**config.mk**
```make
export PLATFORM = sky130hd
export DESIGN_NAME = scaled_ulaw_encoder
export DESIGN_NICKNAME = d
export VERILOG_FILES = /design/src/rtl/sulaw_pkg.sv /design/src/rtl/sulaw_gain_div.sv /design/src/rtl/sulaw_scale.sv /design/src/rtl/sulaw_segment.sv /design/src/rtl/scaled_ulaw_encoder.sv
export SDC_FILE = /design/constraint.sdc
export NUM_CORES = 1
export LEC_CHECK = 0
export BUFFER_PORTS_ARGS = -buffer_cell sky130_fd_sc_hd__buf_2
export CORE_MARGIN = 5
export CORE_UTILIZATION = 65
export DETAILED_ROUTE_END_ITERATION = 16
export GPL_TIMING_DRIVEN = 1
export PLACE_DENSITY = 0.9
export SLEW_MARGIN = 20
export SYNTH_ARGS = -nofsm -noshare
export SYNTH_HDL_FRONTEND = slang
export SYNTH_HIERARCHICAL = 1
export SYNTH_SLANG_ARGS = --single-unit
```
**constraint.sdc**
```tcl
create_clock -name i_clk -period 8.06 [get_ports i_clk]
set_input_delay 1.612 -clock i_clk [delete_from_list [all_inputs] [get_ports i_clk]]
set_output_delay 1.612 -clock i_clk [all_outputs]
set_load 0.05 [all_outputs]
```
**src/rtl/sulaw_pkg.sv**
```systemverilog
// Shared widths, constants and segment table for the scaled mu-law encoder.
`default_nettype none

package sulaw_pkg;

    // Field widths
    localparam int SAMPLE_W = 16;
    localparam int PEAK_W   = 16;
    localparam int CODE_W   = 8;
    localparam int GAIN_W   = 30;

    // Product of a signed sample and an unsigned gain, kept at full width
    localparam int PROD_W      = SAMPLE_W + GAIN_W + 1;
    localparam int SCALE_SHIFT = 16;
    localparam int SCALED_W    = PROD_W - SCALE_SHIFT;

    // Magnitude inside the segment range (largest limit is 8158)
    localparam int MAG_W = 13;
    localparam int SEG_W = 3;
    localparam int SEG_N = 8;

    // Gain computation: 8192 * 65536 / peak, with unity gain for a zero peak
    localparam int                GAIN_NUM_BIT = 29;
    localparam logic [GAIN_W-1:0] GAIN_DEFAULT = GAIN_W'(65536);
    localparam logic [4:0]        DIV_STEPS_M1 = 5'(GAIN_NUM_BIT);

    // Largest magnitude that still lands in a segment
    localparam logic [MAG_W-1:0] MAG_LIMIT = MAG_W'(8158);

    // Code for a magnitude past the last segment (sign bit added outside)
    localparam logic [CODE_W-2:0] CODE_SAT_LOW = '0;

    // Outer threshold of each positive segment
    function automatic logic [MAG_W-1:0] seg_limit(input logic [SEG_W-1:0] k);
        logic [MAG_W-1:0] lim;
        case (k)
            3'd0:    lim = MAG_W'(30);
            3'd1:    lim = MAG_W'(94);
            3'd2:    lim = MAG_W'(222);
            3'd3:    lim = MAG_W'(478);
            3'd4:    lim = MAG_W'(990);
            3'd5:    lim = MAG_W'(2014);
            3'd6:    lim = MAG_W'(4062);
            default: lim = MAG_W'(8158);
        endcase
        return lim;
    endfunction

    // Segment search result handed between the two encoder stages
    typedef struct packed {
        logic             sign;
        logic             over;
        logic [SEG_W-1:0] seg;
        logic [MAG_W-1:0] mag;
    } t_seg;

endpackage

`default_nettype wire

```
**src/rtl/sulaw_gain_div.sv**
```systemverilog
// Gain coefficient unit: restoring divider, one quotient bit per cycle.
`default_nettype none

module sulaw_gain_div
    import sulaw_pkg::*;
(
    input  wire logic              i_clk,
    input  wire logic              i_rst_n,
    input  wire logic              i_wr_en,
    input  wire logic [PEAK_W-1:0] i_wr_data,
    output logic                   o_busy,
    output logic [GAIN_W-1:0]      o_gain
);

    logic              r_busy;
    logic [4:0]        r_cnt;
    logic [PEAK_W-1:0] r_div;
    logic [PEAK_W-1:0] r_rem;
    logic [GAIN_W-1:0] r_quo;
    logic [GAIN_W-1:0] r_gain;

    logic [PEAK_W:0]   n_rem_sh;
    logic              n_qbit;
    logic [PEAK_W-1:0] n_rem;
    logic [GAIN_W-1:0] n_quo;

    // One restoring step; the dividend has only its top bit set
    always_comb begin
        n_rem_sh = {r_rem, (r_cnt == DIV_STEPS_M1)};
        n_qbit   = (n_rem_sh >= {1'b0, r_div});
        n_rem    = n_qbit ? PEAK_W'(n_rem_sh - {1'b0, r_div}) : n_rem_sh[PEAK_W-1:0];
        n_quo    = {r_quo[GAIN_W-2:0], n_qbit};
    end

    // Sequencer: load on write, step until the last quotient bit
    always_ff @(posedge i_clk) begin
        if (!i_rst_n) begin
            r_busy <= 1'b0;
            r_cnt  <= '0;
            r_gain <= GAIN_DEFAULT;
        end else if (i_wr_en) begin
            if (i_wr_data == '0) begin
                r_busy <= 1'b0;
                r_gain <= GAIN_DEFAULT;
            end else begin
                r_busy <= 1'b1;
                r_cnt  <= DIV_STEPS_M1;
            end
        end else if (r_busy) begin
            r_cnt <= r_cnt - 5'd1;
            if (r_cnt == '0) begin
                r_busy <= 1'b0;
                r_gain <= n_quo;
            end
        end
    end

    // Datapath registers
    always_ff @(posedge i_clk) begin
        if (i_wr_en) begin
            r_div <= i_wr_data;
            r_rem <= '0;
            r_quo <= '0;
        end else if (r_busy) begin
            r_rem <= n_rem;
            r_quo <= n_quo;
        end
    end

    assign o_busy = r_busy;
    assign o_gain = r_gain;

endmodule

`default_nettype wire

```
**src/rtl/sulaw_scale.sv**
```systemverilog
// Scaling stages: input register, then full-width sample-by-gain product.
`default_nettype none

module sulaw_scale
    import sulaw_pkg::*;
(
    input  wire logic                       i_clk,
    input  wire logic                       i_rst_n,
    input  wire logic [GAIN_W-1:0]          i_gain,
    input  wire logic                       i_valid,
    output logic                            o_ready,
    input  wire logic signed [SAMPLE_W-1:0] i_sample,
    output logic                            o_valid,
    input  wire logic                       i_ready,
    output logic signed [PROD_W-1:0]        o_prod
);

    logic                       r_in_v;
    logic signed [SAMPLE_W-1:0] r_in_s;
    logic                       r_p_v;
    logic signed [PROD_W-1:0]   r_p;

    logic rdy_p;
    logic rdy_in;

    // Each stage moves when it is empty or the next one takes its word
    assign rdy_p   = !r_p_v || i_ready;
    assign rdy_in  = !r_in_v || rdy_p;
    assign o_ready = rdy_in;

    always_ff @(posedge i_clk) begin
        if (!i_rst_n) begin
            r_in_v <= 1'b0;
            r_p_v  <= 1'b0;
        end else begin
            if (rdy_in) r_in_v <= i_valid;
            if (rdy_p)  r_p_v  <= r_in_v;
        end
    end

    // Input register
    always_ff @(posedge i_clk) begin
        if (rdy_in && i_valid) r_in_s <= i_sample;
    end

    // Signed sample times unsigned gain
    always_ff @(posedge i_clk) begin
        if (rdy_p && r_in_v) r_p <= PROD_W'(r_in_s * $signed({1'b0, i_gain}));
    end

    assign o_valid = r_p_v;
    assign o_prod  = r_p;

endmodule

`default_nettype wire

```
**src/rtl/sulaw_segment.sv**
```systemverilog
// Encoder stages: segment search, then step count and output code register.
`default_nettype none

module sulaw_segment
    import sulaw_pkg::*;
(
    input  wire logic                     i_clk,
    input  wire logic                     i_rst_n,
    input  wire logic                     i_valid,
    output logic                          o_ready,
    input  wire logic signed [PROD_W-1:0] i_prod,
    output logic                          o_valid,
    input  wire logic                     i_ready,
    output logic [CODE_W-1:0]             o_code
);

    logic              r_a_v;
    t_seg              r_a;
    logic              r_b_v;
    logic [CODE_W-1:0] r_b_code;

    logic rdy_b;
    logic rdy_a;

    logic [SCALED_W-1:0] v;
    logic [SCALED_W-1:0] u;
    t_seg                n_a;
    logic [SEG_W-1:0]    cnt;

    logic [MAG_W-1:0]  lim;
    logic [MAG_W-1:0]  span;
    logic [MAG_W-1:0]  steps;
    logic [CODE_W-1:0] n_code;

    // Handshake between stages
    assign rdy_b   = !r_b_v || i_ready;
    assign rdy_a   = !r_a_v || rdy_b;
    assign o_ready = rdy_a;

    always_ff @(posedge i_clk) begin
        if (!i_rst_n) begin
            r_a_v <= 1'b0;
            r_b_v <= 1'b0;
        end else begin
            if (rdy_a) r_a_v <= i_valid;
            if (rdy_b) r_b_v <= r_a_v;
        end
    end

    // Floor shift, fold negatives onto ones' complement, find the segment
    always_comb begin
        v   = i_prod[PROD_W-1:SCALE_SHIFT];
        u   = v[SCALED_W-1] ? ~v : v;
        cnt = '0;
        for (int j = 0; j < SEG_N - 1; j++) begin
            cnt = cnt + SEG_W'(u[MAG_W-1:0] > seg_limit(SEG_W'(j)));
        end
        n_a.sign = v[SCALED_W-1];
        n_a.over = (u[SCALED_W-1:MAG_W] != '0) || (u[MAG_W-1:0] > MAG_LIMIT);
        n_a.seg  = cnt;
        n_a.mag  = u[MAG_W-1:0];
    end

    always_ff @(posedge i_clk) begin
        if (rdy_a && i_valid) r_a <= n_a;
    end

    // Step count inside the segment; bits 6:4 hold the inverted segment
    always_comb begin
        lim    = seg_limit(r_a.seg);
        span   = lim - r_a.mag;
        steps  = span >> ({1'b0, r_a.seg} + 4'd1);
        n_code = {~r_a.sign, r_a.over ? CODE_SAT_LOW : {~r_a.seg, steps[3:0]}};
    end

    always_ff @(posedge i_clk) begin
        if (rdy_b && r_a_v) r_b_code <= n_code;
    end

    assign o_valid = r_b_v;
    assign o_code  = r_b_code;

endmodule

`default_nettype wire

```
**src/rtl/scaled_ulaw_encoder.sv**
```systemverilog
// Top level of the scaled mu-law encoder: gain unit, scaling and encoding pipeline.
//
//  Channel     Direction  Word contents (low bit up)
//  s_axis      in         tdata[15:0] sample, signed PCM
//  m_axis      out        tdata[7:0]  ulaw_code
//  cfg         in         i_cfg_wr_data[15:0] peak_level, written when i_cfg_wr_en
//
//  One word per cycle unless the divider is busy or m_axis stalls.
//  Four register stages: input, 16x31 multiply, segment search, code output.
//  A nonzero peak write starts the divider (one quotient bit per cycle);
//  s_axis_tready is low until it ends. A zero peak sets unity gain at once.
//  Reset clears all valid bits and sets unity gain. Each stage holds its word
//  under stall and takes a new one as soon as it empties, so bubbles fill in.
`default_nettype none

module scaled_ulaw_encoder
    import sulaw_pkg::*;
(
    input  wire logic                i_clk,
    input  wire logic                i_rst_n,
    input  wire logic                i_cfg_wr_en,
    input  wire logic [PEAK_W-1:0]   i_cfg_wr_data,  // [15:0] peak_level
    input  wire logic                s_axis_tvalid,
    output logic                     s_axis_tready,
    input  wire logic [SAMPLE_W-1:0] s_axis_tdata,   // [15:0] sample
    output logic                     m_axis_tvalid,
    input  wire logic                m_axis_tready,
    output logic [CODE_W-1:0]        m_axis_tdata    // [7:0] ulaw_code
);

    logic                     busy;
    logic [GAIN_W-1:0]        gain;
    logic                     scale_ready;
    logic                     prod_valid;
    logic                     prod_ready;
    logic signed [PROD_W-1:0] prod;

    // Gain coefficient
    sulaw_gain_div u_gain (
        .i_clk     (i_clk),
        .i_rst_n   (i_rst_n),
        .i_wr_en   (i_cfg_wr_en),
        .i_wr_data (i_cfg_wr_data),
        .o_busy    (busy),
        .o_gain    (gain)
    );

    // No word enters while the gain is being worked out
    assign s_axis_tready = scale_ready && !busy;

    sulaw_scale u_scale (
        .i_clk    (i_clk),
        .i_rst_n  (i_rst_n),
        .i_gain   (gain),
        .i_valid  (s_axis_tvalid && !busy),
        .o_ready  (scale_ready),
        .i_sample ($signed(s_axis_tdata)),
        .o_valid  (prod_valid),
        .i_ready  (prod_ready),
        .o_prod   (prod)
    );

    sulaw_segment u_seg (
        .i_clk   (i_clk),
        .i_rst_n (i_rst_n),
        .i_valid (prod_valid),
        .o_ready (prod_ready),
        .i_prod  (prod),
        .o_valid (m_axis_tvalid),
        .i_ready (m_axis_tready),
        .o_code  (m_axis_tdata)
    );

endmodule

`default_nettype wire
```
==> out/metrics.cfg <==
[layout]
drive_gt1_share_pct=5.49
final_common_cell=inv_1
postLayoutCellArea_um2=25500
final_nets=3217
layout_common_cells=532 x inv_1, 395 x fa_1, 316 x nand2_1, 216 x and2_1, 175 x ha_1
syn_to_final_growth_pct=4.60
antenna_cells=0
instances_no_fill=3134

[power]
internal_power_w=0.00168
ir_drop_mv=0.151
comb_power_share_pct=25.1
p_leak_nw=11.7
power_frac_clock_pct=34.6
swShare_pct=34.7
p_switching_w=0.000892
power_density_nw_per_um2=101
sequentialPowerShare_pct=40.3

[floorplan]
core_area_um2=37400
die_h_um=204
die_w_um=204
rows=71
initial_utilization_pct=65.3
dieArea_um2=41500
ios=47

[global_routing]
grt_max_degree=68
grt_pass1_wl_mm=101
antenna_found_initial=0
grt_pass1_vias=20468
grt-ovfl-total=0
gr-usage-all-layers_pct=30.2

[timing]
setup_viol=0
hold_viol=0
finalCritPeriodShare_pct=90.0
slew_violations=0
slew_headroom_pct=19.9
fmax_mhz=138
min_period_ns=7.25
skew_ns=0.0238
rsz0062_at_grt=false
worst_slew_pin_slew_ns=1.20
final.setup.tns_ns=0

[worst_setup_path]
crit_path_max_incr_delay_ns=1.00
rrSetupSlack_ns=0.81
cpMostUsedCell=fa_1
cp.depth=19
cpLargestDelayFamily=adder cells
crit_fanout=30
crit_arrival_ns=7.45
r2r-end=u_scale/o_prod[40]$_DFFE_PP_
path_cells=nand2_1 > fa_1 > fa_1 > inv_1 > fa_1 > fa_1 > fa_1 > inv_1 > fa_1 > inv_1 > ha_1 > a21oi_1 > o21ai_0 > a211o_1 > a21oi_1 > nand3_1 > a31oi_1 > o21ai_0 > xor2_1
critPathRequiredTime_ns=8.26
reg2reg_depth=19
crit_buf_inv=3
startpoint_type=flip-flop
timing.rr.start=u_scale/r_in_s[14]$_DFFE_PP_
end_kind=flip-flop
path_class=reg -> reg
cpMaxStageDelayCell=edfxtp_1

[synth]
synth_nets=3265
synth_cells=2658
syn-cell-area_um2=24400
synth.avg_cell_area_um2=9.18
yosysWarnings=6

[clock_network]
insertion_delay_ns=0.47
cts_root_buffer=clkbuf_16
cts_tree=yes
cts_setup_buffers=0
post_cts_resized=0
cts_buffers=17
clk_pin_slew_worst_paths_ns=0.07
cts_hold_buffers=0
numClockSinks=173
htreeDepth=4
clockBufferDepth=2

[min_path]
hold_start=u_seg/r_a[17]$_DFFE_PP_
hold_depth=1
min_path_type=reg -> reg
worstHoldEndpoint=u_seg/o_code[7]$_DFFE_PP_

[drt]
route.vias.total=18672
first_pass_iters=6
vias_per_cell=5.96
ant_nets=0
detail_route.wl_per_cell_um=19.2
drc=0
wirelength_mm=60.2
initialDrtViolationCount=1538

[place]
place_congestion=0.929
placed_area_um2=24900
placed_cells=3100
port_buffers=46
hpwl_mm=45.5

[run]
max-cap-violations=0

[status]
status=completed

==> flip-flops by register name (all words and copies together) (netlist names) <==
| name | cells |
|---|---|
| u_scale/o_prod | 31 |
| u_gain/o_gain | 30 |
| u_gain/r_quo | 29 |
| u_seg/r_a | 17 |
| u_gain/r_div | 16 |
| u_gain/r_rem | 16 |
| u_scale/r_in_s | 16 |
| u_seg/o_code | 8 |
| u_gain/r_cnt | 5 |
| u_gain/o_busy | 1 |
| u_scale/o_valid | 1 |
| u_scale/r_in_v | 1 |
| u_seg/o_valid | 1 |
| u_seg/r_a_v | 1 |
==> worst max-delay path by stage <==
stage	end	startpoint	slack, ns
global route	u_scale/o_prod[40]$_DFFE_PP_	u_scale/r_in_s[14]$_DFFE_PP_	0.57
floorplan	u_scale/o_prod[43]$_DFFE_PP_	u_scale/r_in_s[15]$_DFFE_PP_	1.60
global placement	u_scale/o_prod[43]$_DFFE_PP_	u_scale/r_in_s[12]$_DFFE_PP_	0.98
CTS	u_scale/o_prod[43]$_DFFE_PP_	u_scale/r_in_s[12]$_DFFE_PP_	0.75
detailed placement	u_scale/o_prod[43]$_DFFE_PP_	u_scale/r_in_s[12]$_DFFE_PP_	0.81
finish	u_scale/o_prod[40]$_DFFE_PP_	u_scale/r_in_s[14]$_DFFE_PP_	0.81
==> layout make-up <==
type,instances,area (µm²)
multi-input combinational,1816,17500
fill,2651,11900
clock buffer,17,425
clock inverter,15,208
tap,511,639
sequential,173,4350
timing repair buffer,70,425
inverter,532,2000
==> stage by stage <==
step / util [%] / power [W] / hold WS (ns) / setup slack, ns
after floorplan: - / 0.00151 / 0.428 / 1.60
after global placement: 66.5 / 0.00165 / 0.478 / 0.983
after detailed placement: 66.5 / 0.00168 / 0.490 / 0.806
after CTS: 68.2 / 0.00258 / 0.509 / 0.747
after global routing: 68.3 / 0.00270 / 0.526 / 0.568
final: 68.3 / 0.00257 / 0.512 / 0.806
==> layer usage <==
metal	share of wire (%)	track usage [%]	vias to the layer above
met4	5.4	15.9	0
met2	49	51.6	894
met5	0	0	-
met1	38	37.4	9255
li1	-	-	8263
met3	7.1	4.56	260
==> power groups by stage <==
stage / Clock (W) / Combinational (W) / Sequential, W
after floorplan: 0 / 0.000495 / 0.00102
after global placement: 0 / 0.000599 / 0.00105
after detailed placement: 0 / 0.000625 / 0.00106
after CTS: 0.000911 / 0.000633 / 0.00104
after global routing: 0.000942 / 0.000720 / 0.00104
final: 0.000890 / 0.000645 / 0.00104
No activity file was read; power rests on OpenSTA's default activity.
